<file path="src/rcrc_pkg.sv">
// Shared types and constants for the reflected CRC-32 engine.
package rcrc_pkg;

    localparam int unsigned CRC_W    = 32;
    localparam int unsigned BYTE_W   = 8;
    localparam int unsigned PADDR_W  = 3;
    localparam int unsigned PDATA_W  = 32;

    localparam logic [CRC_W-1:0] POLY_RESET  = 32'hEDB8_8320;
    localparam logic [CRC_W-1:0] START_RESET = 32'hFFFF_FFFF;
    localparam logic [CRC_W-1:0] CRC_XOROUT  = 32'hFFFF_FFFF;

    // Register word index, taken from paddr[2]
    typedef enum logic
    {
        REG_POLYNOMIAL  = 1'b0,
        REG_START_VALUE = 1'b1
    } reg_idx_t;

    typedef struct packed
    {
        logic [CRC_W-1:0] polynomial;
        logic [CRC_W-1:0] start_value;
    } cfg_t;

endpackage

</file>
<file path="src/rcrc_stream_if.sv">
// Valid/ready channel interfaces for message bytes and CRC results.
interface rcrc_byte_if;
    logic                             valid;
    logic                             ready;
    logic [rcrc_pkg::BYTE_W-1:0]      data_byte;
    logic                             has_byte;
    logic                             first;
    logic                             last;

    modport source (output valid, output data_byte, output has_byte, output first,
                    output last, input ready);
    modport sink   (input valid, input data_byte, input has_byte, input first,
                    input last, output ready);
endinterface

interface rcrc_crc_if;
    logic                             valid;
    logic                             ready;
    logic [rcrc_pkg::CRC_W-1:0]       crc_value;

    modport source (output valid, output crc_value, input ready);
    modport sink   (input valid, input crc_value, output ready);
endinterface

</file>
<file path="src/reflected_crc32_engine_core.sv">
// Top level of the reflected CRC-32 engine: APB registers and byte pipeline.
// Result path: a beat with last goes through the input register, then the result register.
// Throughput: one byte beat per cycle; the eight shift/XOR steps sit in one register to
//   register path. A held beat with last stalls input only while a result waits unread.
// Reset (rst_n low, async): polynomial 0xEDB88320, start value and remainder all ones.
module reflected_crc32_engine_core
(
    input  logic                           clk,
    input  logic                           rst_n,
    input  logic                           psel,
    input  logic                           penable,
    input  logic                           pwrite,
    input  logic [rcrc_pkg::PADDR_W-1:0]   paddr,
    input  logic [rcrc_pkg::PDATA_W-1:0]   pwdata,
    output logic [rcrc_pkg::PDATA_W-1:0]   prdata,
    output logic                           pready,
    rcrc_byte_if.sink                      din,
    rcrc_crc_if.source                     dout
);

    // Current configuration; the user must write it only while the pipeline is idle (the block
    // does not enforce this), so the datapath reads it directly without a shadow copy.
    rcrc_pkg::cfg_t cfg;

    // Register map: word 0 polynomial, word 1 start value (paddr[2] selects).
    rcrc_cfg_regs u_cfg
    (
        .clk     (clk),
        .rst_n   (rst_n),
        .psel    (psel),
        .penable (penable),
        .pwrite  (pwrite),
        .paddr   (paddr),
        .pwdata  (pwdata),
        .prdata  (prdata),
        .pready  (pready),
        .cfg     (cfg)
    );

    // Byte beats flow through the input register; the remainder updates when
    // a beat retires, and a beat with last loads the result register with the
    // final value XOR all ones. The input side keeps accepting while a result
    // waits, unless the held beat itself needs the result slot.
    rcrc_pipe u_pipe
    (
        .clk   (clk),
        .rst_n (rst_n),
        .cfg   (cfg),
        .din   (din),
        .dout  (dout)
    );

endmodule

</file>
<file path="src/rcrc_cfg_regs.sv">
// APB register file holding the polynomial and start value.
module rcrc_cfg_regs
(
    input  logic                           clk,
    input  logic                           rst_n,
    input  logic                           psel,
    input  logic                           penable,
    input  logic                           pwrite,
    input  logic [rcrc_pkg::PADDR_W-1:0]   paddr,
    input  logic [rcrc_pkg::PDATA_W-1:0]   pwdata,
    output logic [rcrc_pkg::PDATA_W-1:0]   prdata,
    output logic                           pready,
    output rcrc_pkg::cfg_t                 cfg
);

    rcrc_pkg::cfg_t     cfg_reg;
    rcrc_pkg::cfg_t     cfg_next;
    rcrc_pkg::reg_idx_t reg_idx;
    logic               wr_en;

    assign pready  = 1'b1;
    assign reg_idx = rcrc_pkg::reg_idx_t'(paddr[2]);
    assign wr_en   = psel && penable && pwrite && pready;

    always_comb
    begin
        cfg_next = cfg_reg;
        if (wr_en)
        begin
            case (reg_idx)
                rcrc_pkg::REG_POLYNOMIAL:  cfg_next.polynomial  = pwdata;
                rcrc_pkg::REG_START_VALUE: cfg_next.start_value = pwdata;
                default:                   cfg_next = cfg_reg;
            endcase
        end
    end

    always_comb
    begin
        case (reg_idx)
            rcrc_pkg::REG_POLYNOMIAL:  prdata = cfg_reg.polynomial;
            rcrc_pkg::REG_START_VALUE: prdata = cfg_reg.start_value;
            default:                   prdata = '0;
        endcase
    end

    always_ff @(posedge clk or negedge rst_n)
    begin
        if (!rst_n)
        begin
            cfg_reg.polynomial  <= rcrc_pkg::POLY_RESET;
            cfg_reg.start_value <= rcrc_pkg::START_RESET;
        end
        else
        begin
            cfg_reg <= cfg_next;
        end
    end

    assign cfg = cfg_reg;

endmodule

</file>
<file path="src/rcrc_absorb.sv">
// Eight reflected shift/XOR steps absorbing one byte into the remainder.
module rcrc_absorb
(
    input  logic [rcrc_pkg::CRC_W-1:0]  rem_in,
    input  logic [rcrc_pkg::BYTE_W-1:0] data_byte,
    input  logic                        has_byte,
    input  logic [rcrc_pkg::CRC_W-1:0]  polynomial,
    output logic [rcrc_pkg::CRC_W-1:0]  rem_out
);

    always_comb
    begin
        logic [rcrc_pkg::CRC_W-1:0] r;
        r = rem_in ^ {{(rcrc_pkg::CRC_W-rcrc_pkg::BYTE_W){1'b0}}, data_byte};
        for (int k = 0; k < rcrc_pkg::BYTE_W; k++)
        begin
            r = {1'b0, r[rcrc_pkg::CRC_W-1:1]} ^ (polynomial & {rcrc_pkg::CRC_W{r[0]}});
        end
        rem_out = has_byte ? r : rem_in;
    end

endmodule

</file>
<file path="src/rcrc_pipe.sv">
// Input beat register, running remainder and result register.
module rcrc_pipe
(
    input  logic             clk,
    input  logic             rst_n,
    input  rcrc_pkg::cfg_t   cfg,
    rcrc_byte_if.sink        din,
    rcrc_crc_if.source       dout
);

    // Input stage
    logic                        s1_valid_reg;
    logic                        s1_valid_next;
    logic [rcrc_pkg::BYTE_W-1:0] s1_byte_reg;
    logic                        s1_has_reg;
    logic                        s1_first_reg;
    logic                        s1_last_reg;

    // Running remainder
    logic [rcrc_pkg::CRC_W-1:0]  rem_reg;
    logic [rcrc_pkg::CRC_W-1:0]  rem_base;
    logic [rcrc_pkg::CRC_W-1:0]  rem_new;

    // Result stage
    logic                        out_valid_reg;
    logic                        out_valid_next;
    logic [rcrc_pkg::CRC_W-1:0]  crc_reg;

    logic                        in_fire;
    logic                        out_free;
    logic                        s1_adv;

    assign out_free = !out_valid_reg || dout.ready;
    // a beat without last never needs the result slot
    assign s1_adv   = s1_valid_reg && (!s1_last_reg || out_free);
    assign din.ready = !s1_valid_reg || s1_adv;
    assign in_fire  = din.valid && din.ready;

    assign rem_base = s1_first_reg ? cfg.start_value : rem_reg;

    rcrc_absorb u_absorb
    (
        .rem_in     (rem_base),
        .data_byte  (s1_byte_reg),
        .has_byte   (s1_has_reg),
        .polynomial (cfg.polynomial),
        .rem_out    (rem_new)
    );

    always_comb
    begin
        s1_valid_next = s1_valid_reg;
        if (in_fire)
        begin
            s1_valid_next = 1'b1;
        end
        else if (s1_adv)
        begin
            s1_valid_next = 1'b0;
        end

        out_valid_next = out_valid_reg;
        if (s1_adv && s1_last_reg)
        begin
            out_valid_next = 1'b1;
        end
        else if (dout.ready)
        begin
            out_valid_next = 1'b0;
        end
    end

    always_ff @(posedge clk or negedge rst_n)
    begin
        if (!rst_n)
        begin
            s1_valid_reg  <= 1'b0;
            out_valid_reg <= 1'b0;
            rem_reg       <= rcrc_pkg::START_RESET;
        end
        else
        begin
            s1_valid_reg  <= s1_valid_next;
            out_valid_reg <= out_valid_next;
            if (s1_adv)
            begin
                rem_reg <= rem_new;
            end
        end
    end

    always_ff @(posedge clk)
    begin
        if (in_fire)
        begin
            s1_byte_reg  <= din.data_byte;
            s1_has_reg   <= din.has_byte;
            s1_first_reg <= din.first;
            s1_last_reg  <= din.last;
        end
        if (s1_adv && s1_last_reg)
        begin
            crc_reg <= rem_new ^ rcrc_pkg::CRC_XOROUT;
        end
    end

    assign dout.valid     = out_valid_reg;
    assign dout.crc_value = crc_reg;

`ifndef SYNTHESIS
    a_last_makes_result: assert property (@(posedge clk) disable iff (!rst_n)
        (s1_adv && s1_last_reg) |=> out_valid_reg)
        else $error("last beat retired without a result");

    a_rem_holds: assert property (@(posedge clk) disable iff (!rst_n)
        !s1_adv |=> $stable(rem_reg))
        else $error("remainder changed without a retiring beat");

    a_stage_kept: assert property (@(posedge clk) disable iff (!rst_n)
        (s1_valid_reg && !s1_adv) |=> s1_valid_reg)
        else $error("stalled input beat lost");

    a_empty_ready: assert property (@(posedge clk) disable iff (!rst_n)
        !s1_valid_reg |-> din.ready)
        else $error("empty input stage not ready");
`endif

endmodule

</file>
<file path="src/flat_wrapper.sv">
// flat-port wrapper written by rule: the top's interface ports become plain ports
module reflected_crc32_engine_core_flat 
  (clk, rst_n, psel, penable, pwrite, paddr, pwdata, prdata, pready, din_valid, din_data_byte, din_has_byte, din_first, din_last, din_ready, dout_valid, dout_crc_value, dout_ready);
  rcrc_byte_if din_i ();
  rcrc_crc_if dout_i ();
  input  logic clk;
  input  logic rst_n;
  input  logic psel;
  input  logic penable;
  input  logic pwrite;
  input  logic [rcrc_pkg::PADDR_W-1:0] paddr;
  input  logic [rcrc_pkg::PDATA_W-1:0] pwdata;
  output logic [rcrc_pkg::PDATA_W-1:0] prdata;
  output logic pready;
  input wire logic [$bits(din_i.valid)-1:0] din_valid;
  input wire logic [$bits(din_i.data_byte)-1:0] din_data_byte;
  input wire logic [$bits(din_i.has_byte)-1:0] din_has_byte;
  input wire logic [$bits(din_i.first)-1:0] din_first;
  input wire logic [$bits(din_i.last)-1:0] din_last;
  output wire logic [$bits(din_i.ready)-1:0] din_ready;
  output wire logic [$bits(dout_i.valid)-1:0] dout_valid;
  output wire logic [$bits(dout_i.crc_value)-1:0] dout_crc_value;
  input wire logic [$bits(dout_i.ready)-1:0] dout_ready;
  assign din_i.valid = din_valid;
  assign din_i.data_byte = din_data_byte;
  assign din_i.has_byte = din_has_byte;
  assign din_i.first = din_first;
  assign din_i.last = din_last;
  assign din_ready = din_i.ready;
  assign dout_valid = dout_i.valid;
  assign dout_crc_value = dout_i.crc_value;
  assign dout_i.ready = dout_ready;
  reflected_crc32_engine_core u_core (.clk(clk), .rst_n(rst_n), .psel(psel), .penable(penable), .pwrite(pwrite), .paddr(paddr), .pwdata(pwdata), .prdata(prdata), .pready(pready), .din(din_i), .dout(dout_i));
endmodule
</file>
<file path="config.mk">
export PLATFORM = sky130hd
export DESIGN_NAME = reflected_crc32_engine_core_flat
export DESIGN_NICKNAME = d
export VERILOG_FILES = /design/src/rcrc_pkg.sv /design/src/rcrc_stream_if.sv /design/src/reflected_crc32_engine_core.sv /design/src/rcrc_cfg_regs.sv /design/src/rcrc_absorb.sv /design/src/rcrc_pipe.sv /design/src/flat_wrapper.sv
export SDC_FILE = /design/constraint.sdc
export NUM_CORES = 1
export LEC_CHECK = 0
export ABC_AREA = 0
export BUFFER_PORTS_ARGS = -buffer_cell sky130_fd_sc_hd__buf_2
export CORE_MARGIN = 2
export CORE_UTILIZATION = 54
export CTS_BUF_LIST = sky130_fd_sc_hd__clkbuf_4 sky130_fd_sc_hd__clkbuf_8 sky130_fd_sc_hd__clkbuf_16
export DETAILED_ROUTE_END_ITERATION = 7
export PLACE_DENSITY = 0.76
export SLEW_MARGIN = 20
export SYNTH_ARGS = -nofsm -noshare
export SYNTH_HDL_FRONTEND = slang
export SYNTH_SLANG_ARGS = --single-unit
</file>
<file path="constraint.sdc">
create_clock -name clk -period 4.15 [get_ports clk]
set_input_delay 0.415 -clock clk [delete_from_list [all_inputs] [get_ports clk]]
set_output_delay 0.415 -clock clk [all_outputs]
set_load 0.01 [all_outputs]
</file>
==> results.sh <==
export IMPL_drtIter0Drc=815
export IMPL_slew_headroom_pct=31.6
export IMPL_crit_top_cell="buf_6"
export IMPL_rsz0062_at_grt="yes"
export IMPL_r2r_end="u_core.u_pipe.rem_reg[14]$_DFFE_PN1P_"
export IMPL_viasPerCell=5.64
export IMPL_critPathLaunchType="flop"
export IMPL_maxCapViolations=0
export IMPL_yosys_area_share_simple_pct=16.3
export IMPL_synth_ff_type="dfstp_2"
export IMPL_grt_max_degree=61
export IMPL_avgSynthCellArea_sq_um=9.11
export IMPL_pin_count=120
export IMPL_dpl_instance_area_sq_um=12000
export IMPL_synth_xor_area_share_pct=21.4
export IMPL_syn_nets=1218
export IMPL_synth_compound_area_share_pct=9.09
export IMPL_synth_warnings=0
export IMPL_yosysSeqAreaShare_pct=36.2
export IMPL_critPathLaunch="u_core.u_pipe.s1_first_reg$_DFFE_PP_"
export IMPL_grt_antenna_before_repair=0
export IMPL_reg2reg_from="u_core.u_pipe.s1_first_reg$_DFFE_PP_"
export IMPL_cts_max_level=4
export IMPL_violations="negative setup slack"
export IMPL_path_class="reg2reg"
export IMPL_rr_worst_depth=20
export IMPL_yosys_area_share_adder_pct=0
export IMPL_root_buffer="clkbuf_16"
export IMPL_cts_tree="done"
export IMPL_cpMaxStageDelayCell="edfxtp_1"
export IMPL_end_kind="flop"
export IMPL_overflow=0
export IMPL_cts_buffer_depth=2
export IMPL_drt_pass1_iterations=6
export IMPL_dieArea_sq_um=20800
export IMPL_yosysTopAreaCell="dfstp_2"
export IMPL_yosysTopAreaCellShare_pct=19.3
export IMPL_clock_latency_ns=0.43
export IMPL_max_freq_mhz=225
export IMPL_synth_edff_count=43
export IMPL_critical_path_arrival_ns=4.80
export IMPL_synth_area_sq_um=10600
export IMPL_rows=51
export IMPL_worst_slew_pin_slew_ns=1.03
export IMPL_period_needed_ns=4.44
export IMPL_drive_gt1_share_pct=40.5
export IMPL_port_buffers=116
export IMPL_hold_path_class="in2async"
export IMPL_die_width_um=144
export IMPL_start_util_pct=54.7
export IMPL_max_stage_delay_ns=0.43
export IMPL_diodes=0
export IMPL_ant_nets=0
export IMPL_post_synth_num_cell_types=63
export IMPL_use_met2_pct=46.8
export IMPL_muxShareOfSynthArea_pct=13.2
export IMPL_grtUsageMet3_pct=4.34
export IMPL_critPathMaxFanout=22
export IMPL_final_nets=1371
export IMPL_rrSetupSlack_ns=-0.29
export IMPL_path_clk_slew_ns=0.07
export IMPL_setup_slack_ns=-0.295
export IMPL_synthArstFlopShare_pct=69.5
export IMPL_hold_viol_final=0
export IMPL_period_share_pct=107
export IMPL_dieHeight_um=144
export IMPL_fp_coreArea_sq_um=19400
export IMPL_vias=9001
export IMPL_fin_skew_ns=0.0131
export IMPL_gp_congestion=0.926
export IMPL_grt_first_pass_wirelength_um=44400
export IMPL_synth_seq_cells=141
export IMPL_setup_violations=62
export IMPL_hold_buffers=0
export IMPL_synth_top_family_by_area="XOR/XNOR gates"
export IMPL_gr_usage_all_layers_pct=27.2
export IMPL_largest_register_ffs=64
export IMPL_post_drt_wl_per_cell_um=17.7
export IMPL_required_ns=4.50
export IMPL_clock_sinks=141
export IMPL_netlist_top_cells_area="dfstp_2 (19%), xnor2_1 (15%), edfxtp_1 (12%)"
export IMPL_outcome="finished with violations"
export IMPL_area_delta_synth_final_pct=26.9
export IMPL_drt_wl_total_um=28300
export IMPL_worstPathCellList="buf_6 -> mux2i_4 -> mux2_4 -> a2111o_1 -> a31o_4 -> nand2_2 -> buf_4 -> buf_6 -> nand3_1 -> mux2i_2 -> a211oi_4 -> buf_4 -> a21oi_4 -> mux2i_2 -> xnor2_2 -> buf_6 -> clkbuf_16 -> nand2_1 -> xor2_2 -> a221o_1"
export IMPL_cts_buffers=17
export IMPL_hpwl_um=18700
export IMPL_top_usage_layer="met2"
export IMPL_grt_pass1_vias=8825
export IMPL_drc_errors=0
export IMPL_synthCells=1165
export IMPL_final_cell_area_sq_um=13500
export IMPL_drv_slew=0
export IMPL_grt_use_met1_pct=35.4
-- metrics by stage --
| step | hold WS, ns | std cells | util (%) | TNS (ns) | setup WS [ns] |
|---|---|---|---|---|---|
| floorplan | 0.119 | 1165 | - | 0 | 0.0298 |
| global placement | 0.521 | 1544 | 61.6 | -14.13 | -0.329 |
| detailed placement | 0.537 | 1544 | 61.6 | -19.66 | -0.400 |
| CTS | 0.0849 | 1591 | 67.5 | -7.41 | -0.189 |
| global route | 0.104 | 1596 | 69.4 | -26.29 | -0.473 |
| finish | 0.0501 | 1596 | 69.4 | -14.32 | -0.295 |
-- logic make-up after synthesis --
| logic type | after synthesis |
|---|---|
| AO/OA/AOI/OAI | 133 |
| XOR/XNOR | 249 |
| buffers and inverters | 101 |
| flip-flops | 141 |
| multiplexers | 127 |
| other | 1 |
| AND/OR/NAND/NOR | 413 |
-- worst max-delay path: cells and delay by family (launching register included) --
family	cells	cell delay, ns
AOI/OAI and AO/OA	5	1.15
DFF	1	0.43
and+or+nand+nor	3	0.39
xor gates and xnor gates	2	0.34
muxes	4	1.06
buffers and inverters	6	0.97
-- worst max path at each step --
stage,to
3_3_place_gp,u_core.u_pipe.dout.crc_value[11]$_DFFE_PP_
5_1_grt,u_core.u_pipe.rem_reg[11]$_DFFE_PN1P_
2_1_floorplan,u_core.u_pipe.dout.crc_value[0]$_DFFE_PP_
3_5_place_dp,u_core.u_pipe.dout.crc_value[11]$_DFFE_PP_
6_report,u_core.u_pipe.rem_reg[14]$_DFFE_PN1P_
4_1_cts,u_core.u_pipe.dout.crc_value[21]$_DFFE_PP_
-- placed cells by master (no fill, tap or decap), types with 15 or more instances in the layout --
master / n
edfxtp_1: 43
dfrtp_1: 20
mux2_2: 91
dfstp_2: 78
nor2_1: 22
a221o_1: 31
nand2_1: 303
buf_4: 91
nand2b_1: 22
xor2_1: 48
xnor2_1: 137
a21oi_1: 37
o21ai_0: 15
buf_2: 115
mux2i_1: 27
clkbuf_16: 19
xnor2_2: 50
-- per-layer routing --
layer,up-vias,part of all wire [%]
met4,0,1.6
li1,4217,-
met5,-,0
met3,33,5.6
met1,4425,43
met2,326,50
-- cells in the mapped netlist (5+ instances only) --
master and number:
nand2_1 314, nor3_1 12, nand2b_1 22, dfstp_2 78
a21oi_1 40, mux2i_1 32, xnor2_1 185, edfxtp_1 43
clkbuf_1 76, and3_1 10, a221o_1 31, buf_2 15
xor2_1 55, nor2_1 23, inv_1 5, nor2b_1 8
nand3_1 8, mux2_2 93, o21ai_0 19, dfrtp_1 20
-- timing repair --
item                                    CTS  global route
gates resized for setup                  71            55
cloned                                    0             1
pin swaps                                55            14
buffers inserted                         16             4
endpoints found under the setup margin   63            64
-- cell type report --
cell class | count | area, sq um
clock inverter | 9 | 82.6
timing repair buffer | 229 | 1610
tap | 265 | 332
sequential | 141 | 3840
inverter | 6 | 22.5
clock buffer | 23 | 507
multi-input combinational | 923 | 7080
fill | 1436 | 5930
Power is left out: the tool's default activity adds up to more than one toggle a clock period on the data nets, which glitch-free logic cannot reach.
